--- config.mk ---
export PLATFORM = sky130hd
export DESIGN_NAME = iwak_div
export DESIGN_NICKNAME = d
export VERILOG_FILES = /design/src/rtl/iwak_pkg.sv /design/src/rtl/iwak_div.sv
export SDC_FILE = /design/constraint.sdc
export NUM_CORES = 1
export LEC_CHECK = 0
export ABC_CLOCK_PERIOD_IN_PS = 6890
export BUFFER_PORTS_ARGS = -buffer_cell sky130_fd_sc_hd__buf_2
export CORE_ASPECT_RATIO = 1.2
export CORE_MARGIN = 1
export CORE_UTILIZATION = 50
export CTS_BUF_LIST = sky130_fd_sc_hd__clkbuf_4 sky130_fd_sc_hd__clkbuf_8 sky130_fd_sc_hd__clkbuf_16
export CTS_CLUSTER_DIAMETER = 150
export DETAILED_ROUTE_END_ITERATION = 10
export GPL_TIMING_DRIVEN = 1
export PLACE_DENSITY = 0.74
export SLEW_MARGIN = 20
export SYNTH_ARGS = -nofsm -noshare
export SYNTH_HDL_FRONTEND = slang
export SYNTH_SLANG_ARGS = --single-unit
--- constraint.sdc ---
create_clock -name clk -period 6.89 [get_ports clk]
set_clock_uncertainty 0.15 [all_clocks]
set_input_delay 2.067 -clock clk [delete_from_list [all_inputs] [get_ports clk]]
set_output_delay 2.067 -clock clk [all_outputs]
set_load 0.005 [all_outputs]
--- src/rtl/iwak_pkg.sv ---
`default_nettype none
package iwak_pkg;

  localparam int DATA_W     = 32;
  localparam int SUM_W      = 40;
  localparam int WINDOW_DEF = 100;
  localparam int CFG_IDX_W  = 3;
  localparam int NOISE_W    = 31;
  localparam int DIV_W      = 33;
  localparam int DIV_CNT_W  = 6;

  localparam logic [2:0]           AVG_DIGITS = 3'd5;
  localparam logic [DIV_CNT_W-1:0] GAIN_QBITS = 6'd17;
  localparam logic [16:0]          K_ONE      = 17'd65536;

  localparam logic [15:0] SNAP_LIMIT [3] = '{16'd50, 16'd25, 16'd23};

  localparam logic [NOISE_W-1:0] PROCESS_NOISE_RST = 31'd1180;
  localparam logic [NOISE_W-1:0] MEASURE_NOISE_RST = 31'd35521;
  localparam logic [NOISE_W-1:0] GAIN_RST [3] = '{31'd5824682, 31'd14441808, 31'd11567976};
  localparam logic [DATA_W-1:0]  BIAS_RST [3] = '{32'd125339, 32'd651549, 32'd244351};

  typedef struct packed {
    logic signed [DATA_W-1:0] acc_in_x;
    logic signed [DATA_W-1:0] acc_in_y;
    logic signed [DATA_W-1:0] acc_in_z;
    logic signed [DATA_W-1:0] rate_in_x;
    logic signed [DATA_W-1:0] rate_in_y;
    logic signed [DATA_W-1:0] rate_in_z;
  } in_t;

  typedef struct packed {
    logic signed [DATA_W-1:0] acc_out_x;
    logic signed [DATA_W-1:0] acc_out_y;
    logic signed [DATA_W-1:0] acc_out_z;
    logic signed [DATA_W-1:0] rate_out_x;
    logic signed [DATA_W-1:0] rate_out_y;
    logic signed [DATA_W-1:0] rate_out_z;
  } out_t;

  typedef enum logic [CFG_IDX_W-1:0] {
    CFG_PROCESS_NOISE,
    CFG_MEASURE_NOISE,
    CFG_GAIN_X,
    CFG_GAIN_Y,
    CFG_GAIN_Z,
    CFG_BIAS_X,
    CFG_BIAS_Y,
    CFG_BIAS_Z
  } cfg_idx_t;

  typedef enum logic [3:0] {
    S_IDLE,
    S_SUM,
    S_AVG_GO,
    S_AVG_WAIT,
    S_K_GO,
    S_K_WAIT,
    S_K_MUL,
    S_K_EST,
    S_K_SCALE,
    S_K_OUT,
    S_DONE
  } state_t;

  typedef struct packed {
    logic                 start;
    logic [DIV_CNT_W-1:0] count;
    logic [DIV_W-1:0]     rem0;
    logic [DATA_W-1:0]    low;
    logic [DIV_W-1:0]     divisor;
  } div_req_t;

  typedef struct packed {
    logic              done;
    logic [DATA_W-1:0] quot;
    logic [DIV_W-1:0]  rem;
  } div_rsp_t;

  function automatic logic [DATA_W-1:0] sat32(input logic signed [63:0] v);
    logic [DATA_W-1:0] r;
    if (v > 64'sd2147483647) begin
      r = 32'h7FFF_FFFF;
    end else if (v < -64'sd2147483648) begin
      r = 32'h8000_0000;
    end else begin
      r = v[DATA_W-1:0];
    end
    return r;
  endfunction

endpackage
`default_nettype wire

--- src/rtl/iwak_div.sv ---
`default_nettype none
module iwak_div (
  input  wire logic               clk,
  input  wire logic               rst,
  input  wire iwak_pkg::div_req_t req,
  output iwak_pkg::div_rsp_t      rsp
);

  logic                           busy;
  logic [iwak_pkg::DIV_CNT_W-1:0] cnt;
  logic [iwak_pkg::DIV_W-1:0]     rem;
  logic [iwak_pkg::DIV_W-1:0]     divisor;
  logic [iwak_pkg::DATA_W-1:0]    low;
  logic [iwak_pkg::DATA_W-1:0]    quot;
  logic                           done;
  logic [iwak_pkg::DIV_W:0]       trial;
  logic                           take;

  assign trial = {rem, low[iwak_pkg::DATA_W-1]};
  assign take  = (trial >= {1'b0, divisor});

  always_ff @(posedge clk) begin
    if (rst) begin
      busy <= 1'b0;
      done <= 1'b0;
      cnt  <= '0;
    end else begin
      done <= 1'b0;
      if (req.start) begin
        busy <= 1'b1;
        cnt  <= req.count;
      end else if (busy) begin
        cnt <= cnt - 1'b1;
        if (cnt == 1) begin
          busy <= 1'b0;
          done <= 1'b1;
        end
      end
    end
  end

  always_ff @(posedge clk) begin
    if (req.start) begin
      rem     <= req.rem0;
      low     <= req.low;
      divisor <= req.divisor;
      quot    <= '0;
    end else if (busy) begin
      rem  <= take ? iwak_pkg::DIV_W'(trial - {1'b0, divisor})
                   : trial[iwak_pkg::DIV_W-1:0];
      low  <= {low[iwak_pkg::DATA_W-2:0], 1'b0};
      quot <= {quot[iwak_pkg::DATA_W-2:0], take};
    end
  end

  assign rsp.done = done;
  assign rsp.quot = quot;
  assign rsp.rem  = rem;

endmodule
`default_nettype wire

==> run_results.csv <==
group,metric,value,unit
status,status,"completed",
timing,fmax,238.4,MHz
grt,grt_pass1_vias,5745,
synth,synth.avg_cell_area,10.94,um2
layout,syn2layout_area_growth,21.58,%
grt,antenna_found_initial,0,
synth,syn_nets,830,
grt,grt_max_degree,128,
synth,synth-seq-area-share,49.83,%
clock_tree,clockBufferDepth,2,
routing,drtIter0Drc,320,
critical_path,timing.rr.start,"low[31]",
synth,synth_flop_cell,"edfxtp_1",
critical_path,critPathMaxFanout,26,
power_and_ir_drop,p_per_area,331.3,mW/mm2
critical_path,r2r-end,"rem[12]",
clock_tree,cts_tree,"yes",
timing,relSlewSlack,28.12,%
clock_tree,cts_hold_buf,0,
clock_tree,clock-sinks,138,
routing,route.detailed.drc,0,
critical_path,cp-start-kind,"flop",
layout,layout.nets,987,
die,dieHeight,136.3,um
die,die_w,113.9,um
routing,wl_per_cell,16.08,um
clock_tree,path_clk_slew,60,ps
placement,placed_cells,1025,
power_and_ir_drop,power,3026,uW
layout,nFillCells,1221,
layout,drive_gt1_share,29.40,%
layout,multi_input_area,0.003470,mm2
timing,report.final.slew_viol_count,0,
synth,synth_edf_count,98,
layout,fin_cells,1057,
synth,synth-seq-cells,138,
clock_tree,htreeDepth,4,
power_and_ir_drop,leakagePower,0.003968,uW
critical_path,cp_data_arrival_time,4200,ps
die,core,0.01453,mm2
synth,ys_warn_count,0,
placement,place_congestion,0.9414,
layout,ff_latch_area,0.003745,mm2
die,die-area,0.01552,mm2
timing,worst_slew_pin_slew,1078,ps
die,num_rows,48,
clock_tree,clk_latency,410,ps
timing,rsz0062_at_grt,"false",
worst_hold_path,min_path_cells,2,
timing,final.period_utilization,60.89,%
grt,grt-ovfl-total,0,
grt,grt.total_usage,22.25,%
power_and_ir_drop,peakVddDrop,0.0001997,V
placement,placed_cell_area,0.008513,mm2
placement,hpwl,12.20,mm
job,drv_cap,0,
critical_path,reg2regPathDepth,13,
layout,fin_area,0.009135,mm2
worst_hold_path,hold_start,"quot[0]",
synth,synth-async-reset-ratio,0,%
synth,synthCells,687,
timing,setup_viol,0,
worst_hold_path,hold_class,"reg2reg",
clock_tree,cts_made_buffers,17,
die,pin_count,173,
clock_tree,ctsRootBufferMaster,"clkbuf_16",
clock_tree,ctsResizeCount,0,
placement,port_buffers,172,
worst_hold_path,whs_endpoint,"quot[0]",
synth,yosysUniqueCellTypes,54,
synth,netlist_area,0.007513,mm2
routing,drt-total-wl,17.00,mm
routing,firstDrtPassIters,5,
routing,antenna_left,0,
clock_tree,cts_setup_buffers,0,
critical_path,worstSetupPathType,"reg2reg",
grt,grt_pass1_wl,27.03,mm
critical_path,rrSetupSlack,2690,ps
critical_path,end_kind,"flop",
routing,vias_per_cell,5.485,
timing,finalHoldViolCount,0,
die,start_util,51.70,%
routing,dr_total_vias,5798,
critical_path,required,6900,ps
layout,antenna_cells,0,
timing,period_minus_slack,4195,ps
timing,setup_tns,0,ps
## per-layer routing
metal / vias to the layer above / GRT usage, % / wire length, um
met5: - / 0 / 0
met3: 38 / 6.687 / 1095
met1: 2711 / 26.01 / 6937
li1: 2852 / - / -
met2: 197 / 37.53 / 8493
met4: 0 / 10.25 / 471
## metrics by stage
stage,setup WS (ps),utilization (%),hold WS [ps]
after CTS,2595,62.84,372.1
after floorplan,2844,-,335.4
after global placement,2287,58.57,322.6
after detailed placement,2148,58.57,350.6
final,2695,62.85,370.8
after global routing,2506,62.85,392.7
## critical path, stage by stage (launching register included)
cell and delay (ps):
edfxtp_1 370, inv_1 90, ha_1 170, inv_1 60, fa_1 400, a21o_1 220
a221oi_2 380, o311ai_2 250, a211oi_2 350, o2111ai_1 200, a311oi_4 330, buf_4 350
mux2_2 370, mux2_2 250
## state kept, by name (all words and copies together) (netlist names)
signal	flops
divisor	33
busy	1
done	1
low	32
cnt	6
rem	33
quot	32
## cell usage in the layout (no fill, tap or decap), types with 34 or more instances in the layout
master / Yosys / routed
buf_2: 2 / 171
nor2_1: 62 / 62
edfxtp_1: 98 / 98
inv_1: 41 / 41
mux2_2: 35 / 35
dfxtp_1: 40 / 39
nand2_1: 42 / 42
a21oi_1: 34 / 34
ha_1: 35 / 35
mux2i_1: 38 / 38
## worst max-delay path by stage
stage,startpoint,to,cells after the start
floorplan,req[104],low[0],3
global placement,req[104],low[6],3
detailed placement,req[104],low[20],3
CTS,req[104],low[5],3
global route,low[31],rem[12],13
finish,low[31],rem[12],13
## final cells by class
class	count	area share [%]
Timing Repair Buffer	176	9.821
Multi-Input combinational cell	470	37.98
Inverter	41	1.685
Sequential cell	138	40.99
Clock buffer	25	6.287
Clock inverter	7	0.4931
Tap cell	200	2.739
## synthesized netlist by cell type, drive strengths merged (2+ instances only)
library cell | number | area (um2)
o21bai | 3 | 22.52
mux2 | 35 | 394.1
a211o | 3 | 26.28
a221oi | 2 | 23.77
o21a | 3 | 22.52
mux2i | 38 | 380.4
o311ai | 16 | 147.7
nand3b | 18 | 135.1
xor2 | 15 | 131.4
o21ai | 25 | 125.1
nor2 | 62 | 232.7
a2111oi | 4 | 35.03
a21oi | 34 | 170.2
a41oi | 2 | 17.52
dfxtp | 40 | 800.8
nand2 | 42 | 157.7
edfxtp | 98 | 2943
or2 | 3 | 18.77
inv | 41 | 153.9
nand4 | 6 | 37.54
nand3 | 3 | 15.01
o2111ai | 2 | 17.52
a211oi | 4 | 35.03
a31oi | 9 | 56.30
xnor2 | 18 | 157.7
o211ai | 2 | 15.01
nor4b | 3 | 26.28
a221o | 3 | 30.03
nor3 | 7 | 35.03
and4 | 4 | 35.03
clkbuf | 25 | 93.84
ha | 35 | 437.9
o31ai | 6 | 45.04
nor2b | 16 | 100.1
and3 | 3 | 18.77
a21o | 21 | 157.7
and2 | 4 | 25.02
a22oi | 10 | 75.07
buf | 13 | 66.32
## power breakdown
group,internal [uW],leakage (uW),total (uW),switching (uW)
registers,1020,0.00131,1100,75.0
clock network,581,0.000314,928,347
logic,440,0.00235,999,560
total,2040,0.00397,3030,982
## cell families after synthesis
family                   count (synthesis)  share of synthesized area [%]
multiplexers                            73                          10.31
AO/OA/AOI/OAI                          154                          14.30
flip-flops                             138                          49.83
adder cells (fa/ha/maj)                 36                          6.095
XOR/XNOR                                33                          3.847
AND/OR/NAND/NOR                        174                          11.44
buffers and inverters                   79                          4.180
Power figures use the tool's default switching activity.
